==> src/hw/rtl/twrs_pkg.sv <==
// Package of the time weighted range statistics core: widths, register indexes and
// the command and snapshot types passed between the front, the queue and the back end.
`default_nettype none

package twrs_pkg;

   localparam int TIME_BITS   = 24;
   localparam int VALUE_BITS  = 16;
   localparam int OUT_BITS    = VALUE_BITS + 8;
   localparam int WEIGHT_BITS = TIME_BITS + 1;
   localparam int DEV_BITS    = TIME_BITS + VALUE_BITS + 2;
   localparam int SQ_BITS     = TIME_BITS + 2 * VALUE_BITS + 3;
   localparam int DIFF_BITS   = VALUE_BITS + 1;
   localparam int SQD_BITS    = 2 * VALUE_BITS;
   localparam int SQP_BITS    = SQD_BITS + TIME_BITS;
   localparam int MAG_BITS    = DEV_BITS;
   localparam int NUM_BITS    = MAG_BITS + 8;
   localparam int PROD_BITS   = 2 * MAG_BITS;
   localparam int RAD_BITS    = PROD_BITS + 16;
   localparam int ROOT_BITS   = RAD_BITS / 2;
   localparam int MEAN_BITS   = NUM_BITS + 2;
   localparam int CNT_BITS    = $clog2(NUM_BITS);

   localparam int QUEUE_DEPTH = 4;
   localparam int QPTR_BITS   = $clog2(QUEUE_DEPTH);

   localparam int CSR_INDEX_BITS = 1;
   localparam int CSR_DATA_BITS  = TIME_BITS;

   typedef enum logic [CSR_INDEX_BITS-1:0] {
      CSR_RANGE_START = 1'b0,
      CSR_RANGE_END   = 1'b1
   } twrs_csr_type;

   localparam logic signed [VALUE_BITS-1:0] VALUE_MAX = {1'b0, {(VALUE_BITS-1){1'b1}}};
   localparam logic signed [VALUE_BITS-1:0] VALUE_MIN = {1'b1, {(VALUE_BITS-1){1'b0}}};

   // One unit of work for the back end: an interval to weigh and/or the end of a series.
   typedef struct packed {
      logic                         cnt;
      logic signed [VALUE_BITS-1:0] value;
      logic [TIME_BITS-1:0]         dt;
      logic                         close;
      logic                         found;
   } twrs_cmd_type;

   // Sums of a closed series, handed from the accumulator to the finishing unit.
   typedef struct packed {
      logic                         found;
      logic [WEIGHT_BITS-1:0]       weight;
      logic [DEV_BITS-1:0]          dev;
      logic [SQ_BITS-1:0]           sq;
      logic signed [VALUE_BITS-1:0] ref_value;
      logic signed [VALUE_BITS-1:0] lowest;
      logic signed [VALUE_BITS-1:0] highest;
   } twrs_snap_type;

endpackage

`default_nettype wire

==> src/hw/rtl/twrs_accum.sv <==
// Accumulator: pipeline (p1, p2, p3) that weighs each held value and keeps the running
// extremes, weight, deviation and squared deviation sums. Depends on twrs_pkg.
`default_nettype none

module twrs_accum import twrs_pkg::*; (
   input  logic          clock,
   input  logic          reset,
   input  logic          q_empty,
   input  twrs_cmd_type  q_head,
   output logic          q_pop,
   output logic          snap_valid,
   output twrs_snap_type snap,
   input  logic          snap_take
);

   logic                         hold_ff;
   logic                         snap_ff;
   logic                         found_ff;
   logic [WEIGHT_BITS-1:0]       weight_ff;
   logic [DEV_BITS-1:0]          dev_ff;
   logic [SQ_BITS-1:0]           sq_ff;
   logic signed [VALUE_BITS-1:0] ref_ff;
   logic signed [VALUE_BITS-1:0] min_ff;
   logic signed [VALUE_BITS-1:0] max_ff;

   logic                         p1_vld_ff, p1_cnt_ff, p1_close_ff;
   logic signed [DIFF_BITS-1:0]  p1_diff_ff;
   logic [TIME_BITS-1:0]         p1_dt_ff;
   logic                         p2_vld_ff, p2_cnt_ff, p2_close_ff;
   logic signed [DEV_BITS-1:0]   p2_prod_ff;
   logic [SQD_BITS-1:0]          p2_sqd_ff;
   logic [TIME_BITS-1:0]         p2_dt_ff;
   logic                         p3_vld_ff, p3_cnt_ff, p3_close_ff;
   logic [SQP_BITS-1:0]          p3_sqp_ff;

   logic signed [VALUE_BITS-1:0]  ref_in;
   logic signed [DIFF_BITS-1:0]   diff;
   logic signed [DEV_BITS-1:0]    prod_in;
   logic signed [2*DIFF_BITS-1:0] sqd_full;
   logic [SQP_BITS-1:0]           sqp_in;

   // Nothing more is taken from the queue between a close and the hand-over of its sums.
   assign q_pop      = !q_empty && !hold_ff;
   assign snap_valid = snap_ff;

   always_comb begin
      snap.found     = found_ff;
      snap.weight    = weight_ff;
      snap.dev       = dev_ff;
      snap.sq        = sq_ff;
      snap.ref_value = ref_ff;
      snap.lowest    = min_ff;
      snap.highest   = max_ff;

      ref_in   = (weight_ff == '0) ? q_head.value : ref_ff;
      diff     = $signed({q_head.value[VALUE_BITS-1], q_head.value}) -
                 $signed({ref_in[VALUE_BITS-1], ref_in});
      prod_in  = $signed(p1_diff_ff) * $signed({1'b0, p1_dt_ff});
      sqd_full = p1_diff_ff * p1_diff_ff;
      sqp_in   = p2_sqd_ff * p2_dt_ff;
   end

   always_ff @(posedge clock) begin
      p1_cnt_ff   <= q_head.cnt;
      p1_close_ff <= q_head.close;
      p1_diff_ff  <= diff;
      p1_dt_ff    <= q_head.dt;
      p2_cnt_ff   <= p1_cnt_ff;
      p2_close_ff <= p1_close_ff;
      p2_prod_ff  <= prod_in;
      p2_sqd_ff   <= sqd_full[SQD_BITS-1:0];
      p2_dt_ff    <= p1_dt_ff;
      p3_cnt_ff   <= p2_cnt_ff;
      p3_close_ff <= p2_close_ff;
      p3_sqp_ff   <= sqp_in;
   end

   always_ff @(posedge clock) begin
      if (reset) begin
         hold_ff   <= 1'b0;
         snap_ff   <= 1'b0;
         found_ff  <= 1'b0;
         p1_vld_ff <= 1'b0;
         p2_vld_ff <= 1'b0;
         p3_vld_ff <= 1'b0;
         weight_ff <= '0;
         dev_ff    <= '0;
         sq_ff     <= '0;
         ref_ff    <= '0;
         min_ff    <= VALUE_MAX;
         max_ff    <= VALUE_MIN;
      end else begin
         p1_vld_ff <= q_pop;
         p2_vld_ff <= p1_vld_ff;
         p3_vld_ff <= p2_vld_ff;

         if (q_pop && q_head.cnt) begin
            ref_ff    <= ref_in;
            weight_ff <= weight_ff + WEIGHT_BITS'(q_head.dt);
            if (q_head.value < min_ff) begin
               min_ff <= q_head.value;
            end
            if (q_head.value > max_ff) begin
               max_ff <= q_head.value;
            end
         end
         if (q_pop && q_head.close) begin
            hold_ff  <= 1'b1;
            found_ff <= q_head.found;
         end
         if (p2_vld_ff && p2_cnt_ff) begin
            dev_ff <= dev_ff + p2_prod_ff;
         end
         if (p3_vld_ff && p3_cnt_ff) begin
            sq_ff <= sq_ff + SQ_BITS'(p3_sqp_ff);
         end
         if (p3_vld_ff && p3_close_ff) begin
            snap_ff <= 1'b1;
         end

         if (snap_ff && snap_take) begin
            snap_ff   <= 1'b0;
            hold_ff   <= 1'b0;
            found_ff  <= 1'b0;
            weight_ff <= '0;
            dev_ff    <= '0;
            sq_ff     <= '0;
            ref_ff    <= '0;
            min_ff    <= VALUE_MAX;
            max_ff    <= VALUE_MIN;
         end
      end
   end

endmodule

`default_nettype wire

==> config.mk <==
export PLATFORM = sky130hd
export DESIGN_NAME = twrs_accum
export DESIGN_NICKNAME = d
export VERILOG_FILES = /design/src/hw/rtl/twrs_pkg.sv /design/src/hw/rtl/twrs_accum.sv
export SDC_FILE = /design/constraint.sdc
export NUM_CORES = 2
export LEC_CHECK = 0
export ABC_AREA = 1
export ABC_CLOCK_PERIOD_IN_PS = 14600
export BUFFER_PORTS_ARGS = -buffer_cell sky130_fd_sc_hd__buf_2
export CORE_MARGIN = 3
export CORE_UTILIZATION = 48
export DETAILED_ROUTE_END_ITERATION = 8
export PLACE_DENSITY = 0.72
export SLEW_MARGIN = 15
export SYNTH_ARGS = -nofsm -noshare
export SYNTH_HDL_FRONTEND = slang
export SYNTH_SLANG_ARGS = --single-unit
==> constraint.sdc <==
create_clock -name clock -period 14.6 [get_ports clock]
set_input_delay 1.46 -clock clock [delete_from_list [all_inputs] [get_ports clock]]
set_output_delay 1.46 -clock clock [all_outputs]
set_load 0.02 [all_outputs]
==> run metrics <==
DRC Markers=0; combinational family with the most area after synthesis=adder cells; Site Rows=141; final hold vios=0; worst-path maximum fanout=24; first-pass iteration count of the detailed router=6; Main synth FF type=dfxtp_1; hold path depth=0; largest cells by area after synthesis=fa_1 34%, inv_1 14%, nand2_1 13%; vias in the first global route=63.3k; largest area contributor in the netlist=fa_1; CP Launch Type=flop; IO Count=224; skew final=39.1 ps; Synth Area in XOR/XNOR=0.0232; synthesized flop and latch total=380; asr flop ratio synth=0; layer with the highest usage=met2; largest net degree at the start of global routing=91; Adder-Cell Fraction of Synth Area=0.447; sequential share of the synthesized area=0.106; CP endpoint kind=flop; Synth Area in Compound Gates=0.0591; Synth Warn #=0; synthesized-area fraction occupied by and/or/nand/nor cells=0.204; H-tree level count=2; post-CTS sizing=0; Post-Syn Area per Cell=7.26 um2; routed vias=61.7k; TNS Setup=0 ps; share of the synthesized area in the top cell type=0.345; Fmax achieved=135 MHz; area of the die=154000 um2; M1 GR Usage=0.385; initial antenna violation count=14; Initial Util=0.484; number of cells produced by synthesis=9880; Port Buffers=223; RePlAce Congestion=0.997; CTS clk-pin slew, worst paths=60 ps; CP Data Arrival Time=7880 ps; Post-synth top cells=2728 x inv_1, 2501 x nand2_1, 1235 x fa_1, 740 x nor2_1, 584 x ha_1; synth unique cells=56; Slew @ Worst Pin=1260 ps; setup violators final=0; multi-input logic area=52600 um2; Vias/cell=5.18; Final Cycle Share=0.506; grt met3 use=0.0471; CTS Buf Count=49; # clock sinks=380; Initial DRC Count=4796; outcome=finished clean; required time worst endpoint=15090 ps; wire length of the first global-routing pass=349000 um; post-layout min period=7390 ps; top-count cell post-synth=inv_1; GRT Overall Usage=0.290; R2R depth=19; kind of critical path=flop to flop; Worst-Skew Late Latency=670 ps; Die Span X=392 um; postcts setup bufs=0; CTS tree=yes; multiplexer share of the synthesized area=0; RSZ-0062 raised after global routing=no; Worst Hold Class=flop to flop; area delta synth->final=6.84%; Post-Syn Area=71700 um2; Detailed Place HPWL=182000 um; maxcap violations=0; slew margin rel.=0.162; max-slew violations=0; fraction of layout cells with a size suffix above 1=0.0514; number of flops mapped to enable cells by yosys=0; # nets final=11.8k; # fillers=14.3k; total grt overflow=0; clock buffer depth=3; hold buffer count at CTS=0; ANT nets after route=0; final WL=220000 um; M2 GR Usage=0.480; Die Y=392 um; CTS root buffer=clkbuf_16; CORE AREA=148000 um2; register area=7630 um2; routed wire length per instance=18.5 um
worst max-delay path, cell delays in order (launching register included):
cell     delay (ps)
dfxtp_1        1150
nand2_1         210
fa_1            600
inv_1            60
fa_1            550
fa_1            440
fa_1            580
fa_1            430
fa_1            510
inv_1            50
fa_1            470
inv_1            40
ha_1            420
nand2_1         130
nor2_1          230
inv_1           150
o21ai_0         450
a21oi_1          90
nand3_1         260
xor2_1          410
final timing paths:
check | startpoint | endpoint | slack, ps
worst max register to register | p2_sqd_ff[27] | p3_sqp_ff[40] | 7210
worst min register to register | p1_cnt_ff | p2_cnt_ff | 330
worst max-delay path | p2_sqd_ff[27] | p3_sqp_ff[40] | 7210
worst min-delay path | p1_cnt_ff | p2_cnt_ff | 330
through the flow:
| stage | setup slack [ps] | std cells | hold slack (ps) | cell area (um2) | util |
|---|---|---|---|---|---|
| after floorplan | 8770 | 9888 | 310 | 71700 | - |
| after global placement | 7120 | 11813 | 312 | 74700 | 0.505 |
| after detailed placement | 7290 | 11813 | 314 | 74700 | 0.505 |
| after CTS | 7280 | 11904 | 329 | 76600 | 0.517 |
| after global routing | 7110 | 11909 | 332 | 76600 | 0.517 |
| final | 7210 | 11913 | 329 | 76600 | 0.517 |
per-layer routing:
| layer | vias up | wire [um] |
|---|---|---|
| met2 | 2325 | 103000 |
| li1 | 28734 | - |
| met5 | - | 13 |
| met3 | 497 | 17900 |
| met1 | 30108 | 90500 |
| met4 | 2 | 8650 |
flip-flops by register name (all words and copies together) (netlist names), 16 cells and up:
signal and count:
max_ff 16, weight_ff 25, p2_sqd_ff 31, p3_sqp_ff 56, p2_dt_ff 24, p2_prod_ff 42
min_ff 16, p1_diff_ff 17, ref_ff 16, p1_dt_ff 24, dev_ff 42, sq_ff 59
cell families after synthesis:
family,after synthesis
adder cells (fa/ha/maj),1819
other,2
XOR/XNOR,190
AO/OA/AOI/OAI,762
buffers and inverters,3054
AND/OR/NAND/NOR,3673
flip-flops,380
layout make-up:
cell class / instances / share of cell area
Sequential cell: 380 / 0.0996
Tap cell: 1930 / 0.0315
Inverter: 2737 / 0.134
Clock buffer: 63 / 0.0178
Clock inverter: 28 / 0.00652
Timing Repair Buffer: 312 / 0.0233
Antenna cell: 9 / 0.000294
Multi-Input combinational cell: 6454 / 0.687
cell usage in the layout (no fill, tap or decap), types with 144 or more instances in the layout:
cell type and count:
nor2_1 740, buf_2 223, o21ai_0 263, dfxtp_1 365, nand3_1 231, fa_1 1235, ha_1 584, nand2_1 2501
a21oi_1 321, inv_1 2727, xor2_1 144
Power is left out: the tool's default activity adds up to more than one toggle a clock period on the data nets, which glitch-free logic cannot reach.
