`src/hw/rtl/twrs_pkg.sv`:
```
// Package of the time weighted range statistics core: widths, register indexes and
// the command and snapshot types passed between the front, the queue and the back end.
`default_nettype none

package twrs_pkg;

   localparam int TIME_BITS   = 24;
   localparam int VALUE_BITS  = 16;
   localparam int OUT_BITS    = VALUE_BITS + 8;
   localparam int WEIGHT_BITS = TIME_BITS + 1;
   localparam int DEV_BITS    = TIME_BITS + VALUE_BITS + 2;
   localparam int SQ_BITS     = TIME_BITS + 2 * VALUE_BITS + 3;
   localparam int DIFF_BITS   = VALUE_BITS + 1;
   localparam int SQD_BITS    = 2 * VALUE_BITS;
   localparam int SQP_BITS    = SQD_BITS + TIME_BITS;
   localparam int MAG_BITS    = DEV_BITS;
   localparam int NUM_BITS    = MAG_BITS + 8;
   localparam int PROD_BITS   = 2 * MAG_BITS;
   localparam int RAD_BITS    = PROD_BITS + 16;
   localparam int ROOT_BITS   = RAD_BITS / 2;
   localparam int MEAN_BITS   = NUM_BITS + 2;
   localparam int CNT_BITS    = $clog2(NUM_BITS);

   localparam int QUEUE_DEPTH = 4;
   localparam int QPTR_BITS   = $clog2(QUEUE_DEPTH);

   localparam int CSR_INDEX_BITS = 1;
   localparam int CSR_DATA_BITS  = TIME_BITS;

   typedef enum logic [CSR_INDEX_BITS-1:0] {
      CSR_RANGE_START = 1'b0,
      CSR_RANGE_END   = 1'b1
   } twrs_csr_type;

   localparam logic signed [VALUE_BITS-1:0] VALUE_MAX = {1'b0, {(VALUE_BITS-1){1'b1}}};
   localparam logic signed [VALUE_BITS-1:0] VALUE_MIN = {1'b1, {(VALUE_BITS-1){1'b0}}};

   // One unit of work for the back end: an interval to weigh and/or the end of a series.
   typedef struct packed {
      logic                         cnt;
      logic signed [VALUE_BITS-1:0] value;
      logic [TIME_BITS-1:0]         dt;
      logic                         close;
      logic                         found;
   } twrs_cmd_type;

   // Sums of a closed series, handed from the accumulator to the finishing unit.
   typedef struct packed {
      logic                         found;
      logic [WEIGHT_BITS-1:0]       weight;
      logic [DEV_BITS-1:0]          dev;
      logic [SQ_BITS-1:0]           sq;
      logic signed [VALUE_BITS-1:0] ref_value;
      logic signed [VALUE_BITS-1:0] lowest;
      logic signed [VALUE_BITS-1:0] highest;
   } twrs_snap_type;

endpackage

`default_nettype wire

```
`src/hw/rtl/twrs_queue.sv`:
```
// Short command queue between the front end and the accumulator.
// Depends on twrs_pkg for the command type and depth.
`default_nettype none

module twrs_queue import twrs_pkg::*; (
   input  logic         clock,
   input  logic         reset,
   input  logic         push,
   input  twrs_cmd_type push_cmd,
   output logic         full,
   input  logic         pop,
   output logic         empty,
   output twrs_cmd_type head_cmd
);

   twrs_cmd_type         slot_ff [QUEUE_DEPTH];
   logic [QPTR_BITS:0]   wr_ptr_ff;
   logic [QPTR_BITS:0]   rd_ptr_ff;

   assign empty    = (wr_ptr_ff == rd_ptr_ff);
   assign full     = (wr_ptr_ff[QPTR_BITS] != rd_ptr_ff[QPTR_BITS]) &&
                     (wr_ptr_ff[QPTR_BITS-1:0] == rd_ptr_ff[QPTR_BITS-1:0]);
   assign head_cmd = slot_ff[rd_ptr_ff[QPTR_BITS-1:0]];

   always_ff @(posedge clock) begin
      if (push && !full) begin
         slot_ff[wr_ptr_ff[QPTR_BITS-1:0]] <= push_cmd;
      end
   end

   always_ff @(posedge clock) begin
      if (reset) begin
         wr_ptr_ff <= '0;
         rd_ptr_ff <= '0;
      end else begin
         if (push && !full) begin
            wr_ptr_ff <= wr_ptr_ff + 1'b1;
         end
         if (pop && !empty) begin
            rd_ptr_ff <= rd_ptr_ff + 1'b1;
         end
      end
   end

endmodule

`default_nettype wire

```
`config.mk`:
```
export PLATFORM = sky130hd
export DESIGN_NAME = twrs_queue
export DESIGN_NICKNAME = d
export VERILOG_FILES = /design/src/hw/rtl/twrs_pkg.sv /design/src/hw/rtl/twrs_queue.sv
export SDC_FILE = /design/constraint.sdc
export NUM_CORES = 1
export LEC_CHECK = 0
export BUFFER_PORTS_ARGS = -buffer_cell sky130_fd_sc_hd__buf_2
export CELL_PAD_IN_SITES_DETAIL_PLACEMENT = 1
export CELL_PAD_IN_SITES_GLOBAL_PLACEMENT = 1
export CORE_UTILIZATION = 50
export CTS_CLUSTER_SIZE = 25
export DETAILED_ROUTE_END_ITERATION = 8
export MAX_ROUTING_LAYER = met4
export PLACE_DENSITY = 0.78
export REMOVE_ABC_BUFFERS = 1
export SLEW_MARGIN = 20
export SYNTH_ARGS = -nofsm -noshare
export SYNTH_HDL_FRONTEND = slang
export SYNTH_SLANG_ARGS = --single-unit
```
`constraint.sdc`:
```
create_clock -name clock -period 9 [get_ports clock]
set_input_delay 0.45 -clock clock [delete_from_list [all_inputs] [get_ports clock]]
set_output_delay 0.45 -clock clock [all_outputs]
set_load 0.01 [all_outputs]
```
==> results.toml, run 1 <==
[routing]
wl_met3_um = 573
routed-wl-met2_um = 6749
top_layer_used = "met4"
drc = 0
routedLengthMet1_um = 5481
drt_pass1_iterations = 4
wl_per_cell_um = 22.25
dr_total_vias = 3234
finalWirelength_um = 12950
detail-route-antenna-nets = 0
post_drt_via_cell_ratio = 5.557
drt_iter0_markers = 178

[synthesis]
syn_area_per_cell_um2 = 23.07
synth_seq_cells = 180
yosysWarnings = 0
yosys.cell_types.count = 30
netlist_instances = 293
ys_seq_area_share_pct = 78.79
syn_area_um2 = 6759

[clocking]
cts-root-buf = "clkbuf_16"
clockBufferDepth = 2
ctsHoldBuffers = 0
clk_pin_slew_ps = 60
htree_levels = 4
numCtsBuffers = 17
cts_num_sinks = 180
cts_tree = "yes"
post_cts_buffers = 0
post_cts_resized = 0
insertion_delay_ps = 420

[placement]
port_buffers = 91
hpwl_um = 7911
placed_area_um2 = 7408
pre_cts_ws_ps = 6746
gp_congestion = 0.8221
placed_cells = 550

[worst_setup_path]
crit_slowest_cell = "dfxtp_4"
path_cells = "mux4_2, buf_2"
cp_top_family = "flip-flops"
path_buf_inv = 1
critPathKind = "reg2out"
cp-start-kind = "flip-flop"
cp-end-kind = "output pin"
arrival_ps = 2200
crit_required_ps = 8550
path_max_fanout = 43
max_stage_delay_ps = 940

[finish]
n_antenna_cell = 0
nNetsFinal = 445
drive_gt1_share_pct = 41.38
final_cell_mix = "172 x edfxtp_1, 91 x buf_2, 43 x mux4_2, 17 x clkbuf_16, 6 x dfxtp_1"
area_growth_pct = 17.42
final_common_cell = "edfxtp_1"
final_cells = 582
fin_area_um2 = 7936

[pwr]
p_comb_share_pct = 23.2
power_density_nw_per_um2 = 303.7
report.power.total_w = 0.002411
switching_share_pct = 28.46
switchingPower_w = 0.0006861
sequentialPowerShare_pct = 49.1
pwr-share-clk_pct = 27.7
power_leakage_nw = 2.641
p_int_w = 0.001725
irDropWorstVdd_uv = 242.1

[min_path]
worstHoldPathType = "in2reg"

[timing]
worst_pin_slew_ps = 890.6
maxSlewHeadroom_pct = 40.63
timing.fmax_mhz = 377.4
timing.setup.tns_ps = 0
finalSetupViolCount = 0
setup_ws_ps = 6350
hold_viol_final = 0
drv_slew = 0
final.min_clock_period_ps = 2650
fin_skew_ps = 6.518
min_period_over_period_pct = 29.44
grt_setup_unrepaired = "false"

[floorplanning]
die_h_um = 118.3
io_pins = 92
initial_core_util_pct = 51.24
rows = 42
core_area_um2 = 13190
die-area_um2 = 13990
die_x_um = 118.3

[grt]
grt_pass1_vias = 3542
track_usage_pct = 20.87
grt_max_degree = 44
grt-ovfl-total = 0
grt_pass1_wl_um = 20450
antenna_found_initial = 0

[job]
max_cap_viol_count = 0

[status]
status = "finished clean"
power by group through the flow:
stage	combinational [W]	clock (W)	sequential [W]
CTS	0.000573	0.000677	0.00119
floorplan	0.000366	0	0.00117
finish	0.000560	0.000667	0.00118
global placement	0.000564	0	0.00120
global route	0.000602	0.000704	0.00121
detailed placement	0.000571	0	0.00121
stage by stage:
| stage | util, % | hold slack, ps |
|---|---|---|
| after floorplan | - | 490.7 |
| after global placement | 56.14 | 518.0 |
| after detailed placement | 56.17 | 567.6 |
| after CTS | 60.17 | 224.1 |
| after global routing | 60.17 | 231.4 |
| final | 60.17 | 240.3 |
Yosys cell counts, drive strengths merged:
cell / number / area share, %
o21ai: 4 / 0.30
a21oi: 2 / 0.15
o211ai: 5 / 0.56
nand3b: 1 / 0.11
or4: 1 / 0.11
nand3: 3 / 0.22
and3: 1 / 0.093
a211o: 2 / 0.28
dfxtp: 8 / 2.4
mux4: 43 / 14
buf: 10 / 0.76
nor3b: 4 / 0.44
clkbuf: 3 / 0.37
a41oi: 2 / 0.26
or3: 1 / 0.093
edfxtp: 172 / 76
ha: 5 / 0.93
inv: 4 / 0.22
xnor2: 3 / 0.39
a31oi: 4 / 0.37
nand2: 5 / 0.28
and2: 3 / 0.28
xor2: 3 / 0.39
nor2: 2 / 0.11
nand4: 2 / 0.19
metal layers:
| metal | GRT usage (%) | vias to the layer above |
|---|---|---|
| met1 | 26.54 | 1701 |
| met4 | 7.452 | 0 |
| met2 | 33.01 | 91 |
| met3 | 5.116 | 11 |
| li1 | - | 1431 |
| met5 | - | - |
layout make-up:
cell class	count	area (µm²)
sequential	180	5333
clock inverter	11	87.58
clock buffer	21	440.4
inverter	4	15.01
tap	176	220.2
fill	1158	5254
timing repair buffer	94	478.0
multi-input combinational	96	1363
flip-flops by register name, indices dropped and copies added, names as in the netlist, named ones only:
signal     cells
slot_ff      172
rd_ptr_ff      3
wr_ptr_ff      3
path summary, 6_finish.rpt:
path / from / endpoint / slack [ps] / cells after the start
worst max-delay path: flip-flop / head_cmd[3] / 6350 / 2
worst min-delay path: push_cmd[6] / slot_ff[0][6]$_DFFE_PP_ / 240 / 1
worst max register to register: wr_ptr_ff[1]$_SDFFE_PP0P_ / slot_ff[3][2]$_DFFE_PP_ / 6790 / 4
worst min register to register: rd_ptr_ff[2]$_SDFFE_PP0P_ / rd_ptr_ff[2]$_SDFFE_PP0P_ / 590 / 2
cells by family after synthesis:
kind of cell / count (synthesis) / share of synthesized area (%)
flops: 180 / 78.79
buf+inv: 17 / 1.351
mux: 43 / 14.33
xor+xnor: 6 / 0.7776
simple gates: 23 / 1.925
fa+ha+maj: 5 / 0.9256
compound gates: 19 / 1.907
Power figures use the tool's default switching activity.
==> inputs of run 2 (changes only) <==
- CORE_UTILIZATION: 50 -> 45
- PLACE_DENSITY: 0.78 -> 0.74
- clock period: 9 -> 2.3 ns (I/O delays scaled with it)
==> run 2 against run 1 <==
Compared with the run above: core utilization fell by 1.6 points; clock skew decreased by 1.4 ps; first-iteration DRC count grew 18%; largest cell class unchanged; highest routed layer unchanged.
==> results.toml, run 2 (synthesis results as in run 1) <==
[status]
status = "finished clean"

[routing]
dr_total_vias = 3444
drt_pass1_iterations = 4
wl_per_cell_um = 21.26
drt_iter0_markers = 210
drc = 0
post_drt_via_cell_ratio = 5.356
detail-route-antenna-nets = 0
finalWirelength_um = 13670

[worst_setup_path]
crit_required_ps = 2180
crit_slowest_cell = "mux4_2"
arrival_ps = 1980
cp-start-kind = "flip-flop"
crit_cells = 3
r2r_cells = 4
cp_top_family = "multiplexers"
critPathKind = "reg2out"
cp-end-kind = "output pin"
path_max_fanout = 15
path_buf_inv = 2
path_cells = "buf_4, mux4_2, buf_2"
max_stage_delay_ps = 550

[floorplanning]
rows = 44
die_x_um = 124.6
initial_core_util_pct = 46.33
io_pins = 92
die-area_um2 = 15510
core_area_um2 = 14590
die_h_um = 124.6

[placement]
hpwl_um = 8602
gp_congestion = 0.8685
port_buffers = 91
pre_cts_ws_ps = 445.8

[timing]
maxSlewHeadroom_pct = 62.86
setup_ws_ps = 205.1
drv_slew = 0
hold_viol_final = 0
finalSetupViolCount = 0
min_period_over_period_pct = 91.08
timing.fmax_mhz = 477.3
worst_pin_slew_ps = 553.2
timing.setup.tns_ps = 0
final.min_clock_period_ps = 2095
fin_skew_ps = 5.114
grt_setup_unrepaired = "false"

[min_path]
min_delay_path_depth = 3
worstHoldPathType = "in2reg"

[finish]
largest_register_ffs = 172
regArea_um2 = 5330
multi_input_area_um2 = 1361
area_growth_pct = 26.38
final_cell_mix = "172 x edfxtp_1, 91 x buf_2, 44 x dlygate4sd3_1, 43 x mux4_2, 17 x clkbuf_16"
final_common_cell = "edfxtp_1"
n_antenna_cell = 0
fin_util_pct = 58.55
nNetsFinal = 498
drive_gt1_share_pct = 39.65
fillers = 1272

[clocking]
numCtsBuffers = 17
cts-root-buf = "clkbuf_16"
insertion_delay_ps = 420
cts_tree = "yes"
ctsHoldBuffers = 44
clockBufferDepth = 2
clk_pin_slew_ps = 60
cts_num_sinks = 180
post_cts_resized = 0
post_cts_buffers = 0
htree_levels = 4

[grt]
grt_pass1_wl_um = 21470
grt_pass1_vias = 3829
grt-ovfl-total = 0
grt_max_degree = 44
antenna_found_initial = 0
track_usage_pct = 19.40

[pwr]
switching_share_pct = 28.69
p_comb_share_pct = 27.6
switchingPower_w = 0.002790
pwr-share-clk_pct = 27.1
power_density_nw_per_um2 = 1138
sequentialPowerShare_pct = 45.3
p_int_w = 0.006935
power_leakage_nw = 2.887
irDropWorstVdd_uv = 547.3

[job]
max_cap_viol_count = 0
-- run 2: worst min-delay path: stages --
cell	delay [ps]
buf_2	140
o211ai_1	90
a41oi_1	90
-- run 2: power by group through the flow --
stage,Clock (W),Combinational (W),Sequential [W]
global route,0.00281,0.00288,0.00446
finish,0.00263,0.00269,0.00441
CTS,0.00270,0.00273,0.00442
global placement,0,0.00262,0.00444
floorplan,0,0.00143,0.00456
detailed placement,0,0.00267,0.00449
-- run 2: path summary, 6_finish.rpt --
kind / start / to / slack [ps]
setup / recovery: flip-flop / head_cmd[26] / 210
hold / removal: push / wr_ptr_ff[1]$_SDFFE_PP0P_ / 70
setup reg to reg: rd_ptr_ff[1]$_SDFFE_PP0P_ / slot_ff[2][14]$_DFFE_PP_ / 430
hold reg to reg: wr_ptr_ff[2]$_SDFFE_PP0P_ / wr_ptr_ff[2]$_SDFFE_PP0P_ / 560
-- run 2: metrics by stage --
stage	instances	cell area (µm²)	hold WS, ps	power, W
after floorplan	280	6683	184.4	0.005994
after global placement	567	7557	326.9	0.007061
after detailed placement	567	7557	335.9	0.007153
after CTS	643	8542	58.97	0.009850
after global routing	643	8542	89.81	0.01016
final	643	8542	67.55	0.009724
-- run 2: area by class of cell --
type	count	share of cell area, %
clock buffer	18	5.024
multi-input combinational	96	15.94
timing repair buffer	147	12.42
clock inverter	14	1.348
sequential	180	62.40
tap	184	2.695
inverter	4	0.1758
-- run 2: per-layer routing --
metal	share of wire (%)	up-vias	track usage (%)
met3	4.0	16	4.210
met1	43	1793	24.33
met2	51	90	31.17
met5	0	-	-
met4	1.5	0	7.229
li1	-	1545	-
==> inputs of run 3 (changes only) <==
- CELL_PAD_IN_SITES_GLOBAL_PLACEMENT: 1 -> 2
- CORE_UTILIZATION: 45 -> 40
==> run 3 against run 2 <==
Compared with the run above: die area up 12%; critical path depth is 1 higher; critical path type unchanged; worst hold slack better by 15 ps; sequential power about the same; clock-buffer cell count up 1; sequential cell count unchanged; first-iteration DRC count decreased by 37%; non-clock buffer count is 1 higher; power up 2.9%; cell count rose by 5.6%; largest cell class unchanged; largest power group unchanged; core utilization down 6.2 points.
==> results.toml, run 3 (synthesis results as in run 1) <==
[status]
status = "finished clean"

[clocking]
cts_num_sinks = 180
cts-root-buf = "clkbuf_16"
cts_tree = "yes"
clk_pin_slew_ps = 60
htree_levels = 4
clockBufferDepth = 2
post_cts_buffers = 0
insertion_delay_ps = 430
numCtsBuffers = 17

[worst_setup_path]
path_max_fanout = 7
reg2reg_slack_ps = 260
r2r_cells = 4
r2r-start = "rd_ptr_ff[1]$_SDFFE_PP0P_"
r2r_end = "slot_ff[0][27]$_DFFE_PP_"
cp-start-kind = "flip-flop"
cp-end-kind = "output pin"
arrival_ps = 1960
critPathKind = "reg2out"
crit_required_ps = 2180

[placement]
gp_congestion = 0.8027
port_buffers = 91
placed_cells = 604
pre_cts_ws_ps = 279.3
hpwl_um = 8179

[finish]
multi_input_area_um2 = 1361
final_cells = 679
regArea_um2 = 5330
fillers = 1517
drive_gt1_share_pct = 39.22
nNetsFinal = 499
n_antenna_cell = 0
area_growth_pct = 28.10
final_common_cell = "edfxtp_1"
final_cell_mix = "172 x edfxtp_1, 91 x buf_2, 44 x dlygate4sd3_1, 43 x mux4_2, 17 x clkbuf_16"
largest_register_ffs = 172

[timing]
timing.setup.tns_ps = 0
min_period_over_period_pct = 90.03
fin_skew_ps = 6.961
finalSetupViolCount = 0
hold_viol_final = 0
maxSlewHeadroom_pct = 53.87
drv_slew = 0
timing.fmax_mhz = 483.0
setup_ws_ps = 229.4
grt_setup_unrepaired = "false"
final.min_clock_period_ps = 2071
worst_pin_slew_ps = 687.0

[grt]
grt_pass1_vias = 3775
grt_max_degree = 44
grt-ovfl-total = 0
antenna_found_initial = 0
track_usage_pct = 16.70
grt_pass1_wl_um = 20790

[floorplanning]
io_pins = 92
die-area_um2 = 17420
initial_core_util_pct = 40.90
die_x_um = 132.0
core_area_um2 = 16520
rows = 47
die_h_um = 132.0

[routing]
dr_total_vias = 3420
wl_per_cell_um = 19.25
drt_iter0_markers = 132
drc = 0
post_drt_via_cell_ratio = 5.037
drt_pass1_iterations = 4
detail-route-antenna-nets = 0
finalWirelength_um = 13070

[min_path]
holdPathEnd = "wr_ptr_ff[1]$_SDFFE_PP0P_"
min_delay_path_depth = 3
min_from = "push"
worstHoldPathType = "in2reg"

[pwr]
irDropWorstVdd_uv = 670.6
power_leakage_nw = 2.937
report.power.total_w = 0.01001
power_density_nw_per_um2 = 1156

[job]
max_cap_viol_count = 0
==> run 3: per-layer routing <==
metal	GRT usage, %	up-vias	share of wire, %
li1	-	1543	-
met1	19.64	1777	42
met2	27.48	79	52
met3	4.691	21	4.8
met4	6.008	0	1.5
met5	-	-	0
==> run 3: timing repair <==
action	in CTS	in global routing
gates resized for setup	0	0
hold endpoints to repair	174	0
hold buffers	44	0
==> run 3: cell type report <==
type	count	share of cell area (%)
clock buffers	19	5.000
clock inverters	12	1.879
inverters	4	0.1734
multi-input cells	96	15.72
flip-flops and latches	180	61.56
well taps	220	3.179
repair buffers	148	12.49
==> run 3: how the worst max path moves through the flow <==
stage | start | end
after floorplan | wr_ptr_ff[1]$_SDFFE_PP0P_ | slot_ff[3][0]$_DFFE_PP_
after global placement | rd_ptr_ff[1]$_SDFFE_PP0P_ | slot_ff[0][18]$_DFFE_PP_
after detailed placement | rd_ptr_ff[1]$_SDFFE_PP0P_ | slot_ff[0][7]$_DFFE_PP_
after CTS | flip-flop | head_cmd[17]
after global routing | rd_ptr_ff[1]$_SDFFE_PP0P_ | full
final | rd_ptr_ff[1]$_SDFFE_PP0P_ | full
==> run 3: power breakdown <==
group	internal (W)	switching [W]	total, W
Sequential	0.00417	0.000250	0.00442
Combinational	0.00132	0.00135	0.00267
Clock	0.00179	0.00113	0.00292
Total	0.00728	0.00273	0.0100
==> run 3: critical path: stages, from the launching register on <==
cell and delay (ps):
dfxtp_1 380, xnor2_1 580, nand2_1 270, nor2_1 150, buf_2 140
==> run 3: metrics by stage <==
| step | cell area (µm²) | utilization [%] | hold WS [ps] |
|---|---|---|---|
| 6_report | 8658 | 52.40 | 82.77 |
| 5_1_grt | 8658 | 52.40 | 115.6 |
| 4_1_cts | 8658 | 52.40 | 68.92 |
| 3_5_place_dp | 7622 | 46.13 | 333.9 |
| 3_3_place_gp | 7622 | 46.13 | 325.5 |
| 2_1_floorplan | 6683 | - | 184.4 |
