**config.mk**
```make
export PLATFORM = sky130hd
export DESIGN_NAME = twrs_final_flat
export DESIGN_NICKNAME = d
export VERILOG_FILES = /design/src/hw/rtl/twrs_pkg.sv /design/src/hw/rtl/twrs_rsp_if.sv /design/src/hw/rtl/twrs_final.sv /design/src/flat_wrapper.sv
export SDC_FILE = /design/constraint.sdc
export NUM_CORES = 2
export LEC_CHECK = 0
export ABC_AREA = 1
export BUFFER_PORTS_ARGS = -buffer_cell sky130_fd_sc_hd__buf_2
export CAP_MARGIN = 20
export CORE_ASPECT_RATIO = 2
export CORE_MARGIN = 1.5
export CORE_UTILIZATION = 35
export DETAILED_ROUTE_END_ITERATION = 12
export PLACE_DENSITY = 0.46
export SLEW_MARGIN = 0
export SYNTH_ARGS = -nofsm -noshare
export SYNTH_HDL_FRONTEND = slang
export SYNTH_SLANG_ARGS = --single-unit
```
**constraint.sdc**
```tcl
create_clock -name clock -period 6.65 [get_ports clock]
set_input_delay 0.665 -clock clock [delete_from_list [all_inputs] [get_ports clock]]
set_output_delay 0.665 -clock clock [all_outputs]
set_load 0.05 [all_outputs]
```
**src/hw/rtl/twrs_pkg.sv**
```systemverilog
// Package of the time weighted range statistics core: widths, register indexes and
// the command and snapshot types passed between the front, the queue and the back end.
`default_nettype none

package twrs_pkg;

   localparam int TIME_BITS   = 24;
   localparam int VALUE_BITS  = 16;
   localparam int OUT_BITS    = VALUE_BITS + 8;
   localparam int WEIGHT_BITS = TIME_BITS + 1;
   localparam int DEV_BITS    = TIME_BITS + VALUE_BITS + 2;
   localparam int SQ_BITS     = TIME_BITS + 2 * VALUE_BITS + 3;
   localparam int DIFF_BITS   = VALUE_BITS + 1;
   localparam int SQD_BITS    = 2 * VALUE_BITS;
   localparam int SQP_BITS    = SQD_BITS + TIME_BITS;
   localparam int MAG_BITS    = DEV_BITS;
   localparam int NUM_BITS    = MAG_BITS + 8;
   localparam int PROD_BITS   = 2 * MAG_BITS;
   localparam int RAD_BITS    = PROD_BITS + 16;
   localparam int ROOT_BITS   = RAD_BITS / 2;
   localparam int MEAN_BITS   = NUM_BITS + 2;
   localparam int CNT_BITS    = $clog2(NUM_BITS);

   localparam int QUEUE_DEPTH = 4;
   localparam int QPTR_BITS   = $clog2(QUEUE_DEPTH);

   localparam int CSR_INDEX_BITS = 1;
   localparam int CSR_DATA_BITS  = TIME_BITS;

   typedef enum logic [CSR_INDEX_BITS-1:0] {
      CSR_RANGE_START = 1'b0,
      CSR_RANGE_END   = 1'b1
   } twrs_csr_type;

   localparam logic signed [VALUE_BITS-1:0] VALUE_MAX = {1'b0, {(VALUE_BITS-1){1'b1}}};
   localparam logic signed [VALUE_BITS-1:0] VALUE_MIN = {1'b1, {(VALUE_BITS-1){1'b0}}};

   // One unit of work for the back end: an interval to weigh and/or the end of a series.
   typedef struct packed {
      logic                         cnt;
      logic signed [VALUE_BITS-1:0] value;
      logic [TIME_BITS-1:0]         dt;
      logic                         close;
      logic                         found;
   } twrs_cmd_type;

   // Sums of a closed series, handed from the accumulator to the finishing unit.
   typedef struct packed {
      logic                         found;
      logic [WEIGHT_BITS-1:0]       weight;
      logic [DEV_BITS-1:0]          dev;
      logic [SQ_BITS-1:0]           sq;
      logic signed [VALUE_BITS-1:0] ref_value;
      logic signed [VALUE_BITS-1:0] lowest;
      logic signed [VALUE_BITS-1:0] highest;
   } twrs_snap_type;

endpackage

`default_nettype wire

```
**src/hw/rtl/twrs_rsp_if.sv**
```systemverilog
// Result channel of the time weighted range statistics core: valid, ready and one result.
// Depends on twrs_pkg for the field widths.
`default_nettype none

interface twrs_rsp_if import twrs_pkg::*; ();
   logic                         valid;
   logic                         ready;
   logic                         stats_valid;
   logic signed [VALUE_BITS-1:0] lowest;
   logic signed [VALUE_BITS-1:0] highest;
   logic signed [OUT_BITS-1:0]   mean_value;
   logic [OUT_BITS-1:0]          std_value;

   modport source (output valid, stats_valid, lowest, highest, mean_value, std_value,
                   input ready);
   modport sink (input valid, stats_valid, lowest, highest, mean_value, std_value,
                 output ready);
endinterface

`default_nettype wire

```
**src/hw/rtl/twrs_final.sv**
```systemverilog
// Finishing unit: turns the sums of a closed series into mean and standard deviation
// with a bit-serial divider, multiplier and square root, then holds the result for the
// result channel. Depends on twrs_pkg and twrs_rsp_if.
`default_nettype none

module twrs_final import twrs_pkg::*; (
   input  logic          clock,
   input  logic          reset,
   input  logic          snap_valid,
   input  twrs_snap_type snap,
   output logic          snap_take,
   twrs_rsp_if.source    rsp_chan
);

   typedef enum logic [8:0] {
      FIN_IDLE     = 9'b000000001,
      FIN_DIV_MEAN = 9'b000000010,
      FIN_MEAN     = 9'b000000100,
      FIN_MUL_A    = 9'b000001000,
      FIN_MUL_B    = 9'b000010000,
      FIN_SUB      = 9'b000100000,
      FIN_ROOT     = 9'b001000000,
      FIN_DIV_SD   = 9'b010000000,
      FIN_EMIT     = 9'b100000000
   } twrs_fin_state_type;

   twrs_fin_state_type           state_ff;
   logic                         ok_ff;
   logic                         neg_ff;
   logic signed [VALUE_BITS-1:0] ref_ff;
   logic signed [VALUE_BITS-1:0] min_ff;
   logic signed [VALUE_BITS-1:0] max_ff;
   logic [WEIGHT_BITS-1:0]       w_ff;
   logic [SQ_BITS-1:0]           sq_ff;
   logic [MAG_BITS-1:0]          mag_ff;
   logic [NUM_BITS-1:0]          num_ff;
   logic [WEIGHT_BITS-1:0]       rem_ff;
   logic [CNT_BITS-1:0]          cnt_ff;
   logic [MAG_BITS-1:0]          mplr_ff;
   logic [PROD_BITS-1:0]         acc_ff;
   logic [PROD_BITS-1:0]         prod_a_ff;
   logic [RAD_BITS-1:0]          rad_ff;
   logic [ROOT_BITS-1:0]         root_ff;
   logic [ROOT_BITS:0]           srem_ff;
   logic signed [OUT_BITS-1:0]   mean_ff;
   logic [OUT_BITS-1:0]          std_ff;

   logic                         rsp_valid_ff;
   logic                         rsp_ok_ff;
   logic signed [VALUE_BITS-1:0] rsp_min_ff;
   logic signed [VALUE_BITS-1:0] rsp_max_ff;
   logic signed [OUT_BITS-1:0]   rsp_mean_ff;
   logic [OUT_BITS-1:0]          rsp_std_ff;

   logic                         snap_ok;
   logic [MAG_BITS-1:0]          mag_in;
   logic [WEIGHT_BITS:0]         rem_sh;
   logic                         div_ge;
   logic [WEIGHT_BITS:0]         rem_in;
   logic [NUM_BITS-1:0]          num_in;
   logic [PROD_BITS-1:0]         addend;
   logic [PROD_BITS-1:0]         acc_in;
   logic [ROOT_BITS+2:0]         srem_sh;
   logic [ROOT_BITS+2:0]         trial;
   logic                         root_ge;
   logic [ROOT_BITS+2:0]         srem_in;
   logic [ROOT_BITS-1:0]         root_in;
   logic [MEAN_BITS-1:0]         base;
   logic [MEAN_BITS-1:0]         mean_full;
   logic                         mean_fits;
   logic signed [OUT_BITS-1:0]   mean_in;
   logic                         out_free;
   logic                         last_step;

   assign snap_take = snap_valid && (state_ff == FIN_IDLE);
   assign out_free  = !rsp_valid_ff || rsp_chan.ready;
   assign last_step = (cnt_ff == '0);

   assign rsp_chan.valid       = rsp_valid_ff;
   assign rsp_chan.stats_valid = rsp_ok_ff;
   assign rsp_chan.lowest      = rsp_min_ff;
   assign rsp_chan.highest     = rsp_max_ff;
   assign rsp_chan.mean_value  = rsp_mean_ff;
   assign rsp_chan.std_value   = rsp_std_ff;

   always_comb begin
      snap_ok = snap.found && (snap.weight != '0);
      mag_in  = snap.dev[DEV_BITS-1] ? (~snap.dev + DEV_BITS'(1)) : snap.dev;

      // Restoring division, one quotient bit a cycle; the quotient shifts into num_ff.
      rem_sh = {rem_ff, num_ff[NUM_BITS-1]};
      div_ge = (rem_sh >= {1'b0, w_ff});
      rem_in = div_ge ? (rem_sh - {1'b0, w_ff}) : rem_sh;
      num_in = {num_ff[NUM_BITS-2:0], div_ge};

      // Shift-and-add multiplication, multiplier bits taken from the top.
      addend = (state_ff == FIN_MUL_A) ? PROD_BITS'(sq_ff) : PROD_BITS'(mag_ff);
      acc_in = {acc_ff[PROD_BITS-2:0], 1'b0} + (mplr_ff[MAG_BITS-1] ? addend : '0);

      // Digit-by-digit square root, two radicand bits a cycle. The partial remainder
      // can reach twice the partial root, so it keeps one bit more than the root.
      srem_sh = {srem_ff, rad_ff[RAD_BITS-1:RAD_BITS-2]};
      trial   = {1'b0, root_ff, 2'b01};
      root_ge = (srem_sh >= trial);
      srem_in = root_ge ? (srem_sh - trial) : srem_sh;
      root_in = {root_ff[ROOT_BITS-2:0], root_ge};

      // A negative deviation sum needs the quotient rounded up so the mean is floored.
      base      = {{(MEAN_BITS-VALUE_BITS-8){ref_ff[VALUE_BITS-1]}}, ref_ff, 8'b0};
      mean_full = neg_ff ? (base - MEAN_BITS'(num_ff) - MEAN_BITS'(rem_ff != '0))
                         : (base + MEAN_BITS'(num_ff));
      mean_fits = (mean_full[MEAN_BITS-1:OUT_BITS-1] == '0) ||
                  (mean_full[MEAN_BITS-1:OUT_BITS-1] == '1);
      if (mean_fits) begin
         mean_in = mean_full[OUT_BITS-1:0];
      end else if (mean_full[MEAN_BITS-1]) begin
         mean_in = {1'b1, {(OUT_BITS-1){1'b0}}};
      end else begin
         mean_in = {1'b0, {(OUT_BITS-1){1'b1}}};
      end
   end

   always_ff @(posedge clock) begin
      unique case (state_ff)
         FIN_IDLE: begin
            ok_ff  <= snap_ok;
            neg_ff <= snap.dev[DEV_BITS-1];
            ref_ff <= snap.ref_value;
            min_ff <= snap_ok ? snap.lowest : '0;
            max_ff <= snap_ok ? snap.highest : '0;
            w_ff   <= snap.weight;
            sq_ff  <= snap.sq;
            mag_ff <= mag_in;
            num_ff <= {mag_in, 8'b0};
            rem_ff <= '0;
            cnt_ff <= CNT_BITS'(NUM_BITS - 1);
            mean_ff <= '0;
            std_ff  <= '0;
         end
         FIN_DIV_MEAN: begin
            num_ff <= num_in;
            rem_ff <= rem_in[WEIGHT_BITS-1:0];
            cnt_ff <= cnt_ff - 1'b1;
         end
         FIN_MEAN: begin
            mean_ff <= mean_in;
            acc_ff  <= '0;
            mplr_ff <= {w_ff, {(MAG_BITS-WEIGHT_BITS){1'b0}}};
            cnt_ff  <= CNT_BITS'(WEIGHT_BITS - 1);
         end
         FIN_MUL_A: begin
            if (last_step) begin
               prod_a_ff <= acc_in;
               acc_ff    <= '0;
               mplr_ff   <= mag_ff;
               cnt_ff    <= CNT_BITS'(MAG_BITS - 1);
            end else begin
               acc_ff  <= acc_in;
               mplr_ff <= {mplr_ff[MAG_BITS-2:0], 1'b0};
               cnt_ff  <= cnt_ff - 1'b1;
            end
         end
         FIN_MUL_B: begin
            mplr_ff <= {mplr_ff[MAG_BITS-2:0], 1'b0};
            acc_ff  <= acc_in;
            cnt_ff  <= cnt_ff - 1'b1;
         end
         FIN_SUB: begin
            rad_ff  <= {prod_a_ff - acc_ff, 16'b0};
            root_ff <= '0;
            srem_ff <= '0;
            cnt_ff  <= CNT_BITS'(ROOT_BITS - 1);
         end
         FIN_ROOT: begin
            rad_ff  <= {rad_ff[RAD_BITS-3:0], 2'b00};
            root_ff <= root_in;
            srem_ff <= srem_in[ROOT_BITS:0];
            if (last_step) begin
               num_ff <= root_in;
               rem_ff <= '0;
               cnt_ff <= CNT_BITS'(NUM_BITS - 1);
            end else begin
               cnt_ff <= cnt_ff - 1'b1;
            end
         end
         FIN_DIV_SD: begin
            num_ff <= num_in;
            rem_ff <= rem_in[WEIGHT_BITS-1:0];
            cnt_ff <= cnt_ff - 1'b1;
            if (last_step) begin
               std_ff <= (|num_in[NUM_BITS-1:OUT_BITS]) ? '1 : num_in[OUT_BITS-1:0];
            end
         end
         FIN_EMIT: begin
         end
         default: begin
         end
      endcase
   end

   always_ff @(posedge clock) begin
      if (reset) begin
         state_ff     <= FIN_IDLE;
         rsp_valid_ff <= 1'b0;
      end else begin
         if ((state_ff == FIN_EMIT) && out_free) begin
            rsp_valid_ff <= 1'b1;
         end else if (rsp_valid_ff && rsp_chan.ready) begin
            rsp_valid_ff <= 1'b0;
         end
         unique case (state_ff)
            FIN_IDLE: begin
               if (snap_valid) begin
                  state_ff <= snap_ok ? FIN_DIV_MEAN : FIN_EMIT;
               end
            end
            FIN_DIV_MEAN: begin
               if (last_step) begin
                  state_ff <= FIN_MEAN;
               end
            end
            FIN_MEAN: begin
               state_ff <= FIN_MUL_A;
            end
            FIN_MUL_A: begin
               if (last_step) begin
                  state_ff <= FIN_MUL_B;
               end
            end
            FIN_MUL_B: begin
               if (last_step) begin
                  state_ff <= FIN_SUB;
               end
            end
            FIN_SUB: begin
               // No spread left when the squared mean term is not below the square term.
               state_ff <= (prod_a_ff > acc_ff) ? FIN_ROOT : FIN_EMIT;
            end
            FIN_ROOT: begin
               if (last_step) begin
                  state_ff <= FIN_DIV_SD;
               end
            end
            FIN_DIV_SD: begin
               if (last_step) begin
                  state_ff <= FIN_EMIT;
               end
            end
            FIN_EMIT: begin
               if (out_free) begin
                  state_ff <= FIN_IDLE;
               end
            end
            default: begin
               state_ff <= FIN_IDLE;
            end
         endcase
      end
   end

   always_ff @(posedge clock) begin
      if ((state_ff == FIN_EMIT) && out_free) begin
         rsp_ok_ff   <= ok_ff;
         rsp_min_ff  <= min_ff;
         rsp_max_ff  <= max_ff;
         rsp_mean_ff <= mean_ff;
         rsp_std_ff  <= std_ff;
      end
   end

endmodule

`default_nettype wire

```
**src/flat_wrapper.sv**
```systemverilog
// flat-port wrapper written by rule: the top's interface ports become plain ports
module twrs_final_flat import twrs_pkg::*;
  (clock, reset, snap_valid, snap, snap_take, rsp_chan_valid, rsp_chan_stats_valid, rsp_chan_lowest, rsp_chan_highest, rsp_chan_mean_value, rsp_chan_std_value, rsp_chan_ready);
  twrs_rsp_if rsp_chan_i ();
  input  logic clock;
  input  logic reset;
  input  logic snap_valid;
  input  twrs_snap_type snap;
  output logic snap_take;
  output wire logic [$bits(rsp_chan_i.valid)-1:0] rsp_chan_valid;
  output wire logic [$bits(rsp_chan_i.stats_valid)-1:0] rsp_chan_stats_valid;
  output wire logic [$bits(rsp_chan_i.lowest)-1:0] rsp_chan_lowest;
  output wire logic [$bits(rsp_chan_i.highest)-1:0] rsp_chan_highest;
  output wire logic [$bits(rsp_chan_i.mean_value)-1:0] rsp_chan_mean_value;
  output wire logic [$bits(rsp_chan_i.std_value)-1:0] rsp_chan_std_value;
  input wire logic [$bits(rsp_chan_i.ready)-1:0] rsp_chan_ready;
  assign rsp_chan_valid = rsp_chan_i.valid;
  assign rsp_chan_stats_valid = rsp_chan_i.stats_valid;
  assign rsp_chan_lowest = rsp_chan_i.lowest;
  assign rsp_chan_highest = rsp_chan_i.highest;
  assign rsp_chan_mean_value = rsp_chan_i.mean_value;
  assign rsp_chan_std_value = rsp_chan_i.std_value;
  assign rsp_chan_i.ready = rsp_chan_ready;
  twrs_final u_core (.clock(clock), .reset(reset), .snap_valid(snap_valid), .snap(snap), .snap_take(snap_take), .rsp_chan(rsp_chan_i));
endmodule
```
==> metrics <==
status=complete, no violations; Gate power share=0.610; TritonCTS Buffers=82; worst-case clock skew=44.3 ps; Seq pwr share=0.243; Worst path max stage delay=540 ps; number of global-route vias before repair=55600; # port buffers=261; max-capacitance violation count=0; RePlAce Congestion=1.04; Mapped Cells=7438; Tmin final=5690 ps; Max clock buf depth=3; die height=573 um; nets=8285; Distinct cells, synth=66; worst path cell trace=nor2_1 -> inv_1 -> nor2_1 -> inv_1 -> nor2_1 -> nand2_2 -> inv_1 -> buf_4 -> nor2_1 -> nor2_1 -> ha_1 -> a21oi_1 -> inv_1 -> a21oi_1 -> o21ai_0 -> a21oi_1 -> nand2_1 -> a21oi_1 -> o21ai_0 -> a21oi_1 -> xnor2_1 -> and2_1; die width=288 um; dominant cell by count in the synthesized netlist=nand2_1; Post-synth top flop=edfxtp_1; number of synthesized flops with an enable pin=781; Synth-to-Final Area Change=12.6%; hold_buf cts=0; sequential fraction of the synthesis area=0.416; Slew Limit Fails=0; Hold Fails Final Rpt=0; syn nets=7980; H-tree depth=3; FMAX=176 MHz; period utilisation layout=0.856; CP Capture Type=flop; Worst-Skew Late Latency=730 ps; ranking of synthesized cells by area=edfxtp_1 (41%), nand2_1 (10%), inv_1 (9.4%); Reg-to-Reg End=u_core.acc_ff[55]; io pins=262; largest net degree at the start of global routing=100; post-cts sizing count=0; ys async rst share=0; Crit path depth=22; setup violators final=0; DR vias/cell=5.35; Pint=15600 uW; CTS tree=built; layout cell share with drive strength beyond 1=0.0744; Placed Instances=9763; RSZ-0062 raised after global routing=false; DRC errors left=0; Initial DRT Pass Iterations=6; DR WL/cell=30.5 um; Bufs and invs on worst path=5; die area=165000 sq um; via count=53200; Avg Inst Size Synth=7.65 sq um; clk sink count=791; GRT Overall Usage=0.363; hold path depth=1; PwrDens=547 nW/um^2; max_slew headroom=0.163; switching portion of total power=0.554; Yosys top cell area share=0.412; first-pass GRT wire length=411000 um; Overall Power=35000 uW; Critical Path AT=6150 ps; Post-DRT Antenna Nets=0; Final Core Density=0.396; Yosys top cell by area=edfxtp_1; hold endpoint=u_core.sq_ff[7]; GRT overflow=0; Yosys Warn Count=0; Data required, critical path=7110 ps; Post-Layout Cell Count=9940; Leak=0.0291 uW; Mapped Area=56900 sq um; Rows=209; Starting DRT DRC Count=3459; setup TNS=0 ps; Initial Util=0.351; worst reg2reg path depth=22; RR Startpoint=u_core.state_ff[6]; maximum VDD drop=0.538 mV; family with the most delay on the worst path=compound AO/OA/AOI/OAI gates; Net Sw Power=19400 uW; synthesized flop and latch total=791; dpl hpwl=253000 um; critical path peak fanout=19; Hold WC Path Type=input pin to flop; Fillers=17300; CP max stage cell=a21oi_1; min-delay src=snap[55]; DRT Wirelength=303000 um; core area=162000 sq um; root buf cell=clkbuf_16; Clock power frac=0.148; total setup buffers inserted after CTS=0; internal reg-to-reg setup slack=960 ps; Setup crit start kind=flop; slew of the pin with the lowest slew margin=1250 ps; Worst-path clk slew=70 ps; initial antenna violation count=37; top post-synthesis cells by count=nand2_1 (1523), inv_1 (1427), nor2_1 (980); Setup CP Type=flop to flop
area by class of cell:
cell class,count,area (sq um),area share
diodes,20,50.0,0.000781
clock buffers,90,2080,0.0325
clock inverters,61,805,0.0126
inverters,1439,5410,0.0845
multi-input cells,5087,27400,0.428
flip-flops and latches,791,23700,0.369
well taps,2110,2640,0.0412
repair buffers,342,1980,0.0309
power groups by stage:
stage                     registers, uW  logic [uW]  clock network (uW)
after floorplan                    8080       11600                   0
after global placement             8600       21000                   0
after detailed placement           8590       20900                   0
after CTS                          8500       21000                5250
after global routing               8580       22600                5390
final                              8510       21300                5170
layer usage:
layer  track usage  vias to the layer above  part of all wire
met5             0                        -           0.00034
met4         0.440                       18              0.15
met2         0.693                     1785              0.54
met1         0.274                    25300              0.27
met3        0.0572                      990             0.040
li1              -                    25100                 -
logic make-up after synthesis:
group                    Yosys count  synth area share
flip-flops                       791             0.416
AO/OA/AOI/OAI                   1380             0.139
buffers and inverters           1560             0.104
XOR/XNOR                         248            0.0382
AND/OR/NAND/NOR                 3095             0.223
multiplexers                       1          0.000176
adder cells (fa/ha/maj)          363            0.0804
flip-flops by register name, indices dropped and copies added, names as in the netlist, 50 cells and up:
name and cells:
u_core.sq_ff 59, u_core.srem_ff 51, u_core.root_ff 50, u_core.rad_ff 84
u_core.prod_a_ff 84, u_core.num_ff 50, u_core.acc_ff 84
worst max-delay path by stage:
stage / from / to / slack [ps]
after floorplan: u_core.state_ff[0] / u_core.rad_ff[16] / 520
after global placement: u_core.state_ff[6] / u_core.acc_ff[55] / 840
after detailed placement: u_core.state_ff[6] / u_core.acc_ff[55] / 960
after CTS: u_core.state_ff[6] / u_core.acc_ff[55] / 900
after global routing: u_core.state_ff[4] / u_core.acc_ff[55] / 750
final: u_core.state_ff[6] / u_core.acc_ff[55] / 960
stage by stage:
stage	hold slack, ps	instance area (sq um)	setup WS (ps)
after detailed placement	405	61000	957
after global placement	400	61000	839
after floorplan	400	56900	518
after global routing	102	64000	751
after CTS	70.2	63900	903
final	118	64000	958
cells in the final DEF (no fill, tap or decap), types with 11 or more instances in the layout:
master	instances
diode_2	20
nor2_1	977
a21boi_0	12
edfxtp_1	781
and2_1	14
nand2_2	14
a221oi_1	31
a21oi_1	566
bufinv_16	14
nor4_1	41
or2_2	16
nor3_1	97
a31oi_1	89
nand3_1	297
a211oi_1	13
buf_2	262
clkbuf_16	82
inv_1	1425
o21ai_0	448
nand2_1	1519
xnor2_1	115
clkinv_1	11
a21o_1	18
ha_1	359
inv_2	11
xor2_1	133
a221o_1	33
a21oi_2	19
o21a_1	40
buf_4	72
nand4_1	69
o21bai_1	28
clkinv_2	15
o211ai_1	26
(Power assumes the default switching activity.)
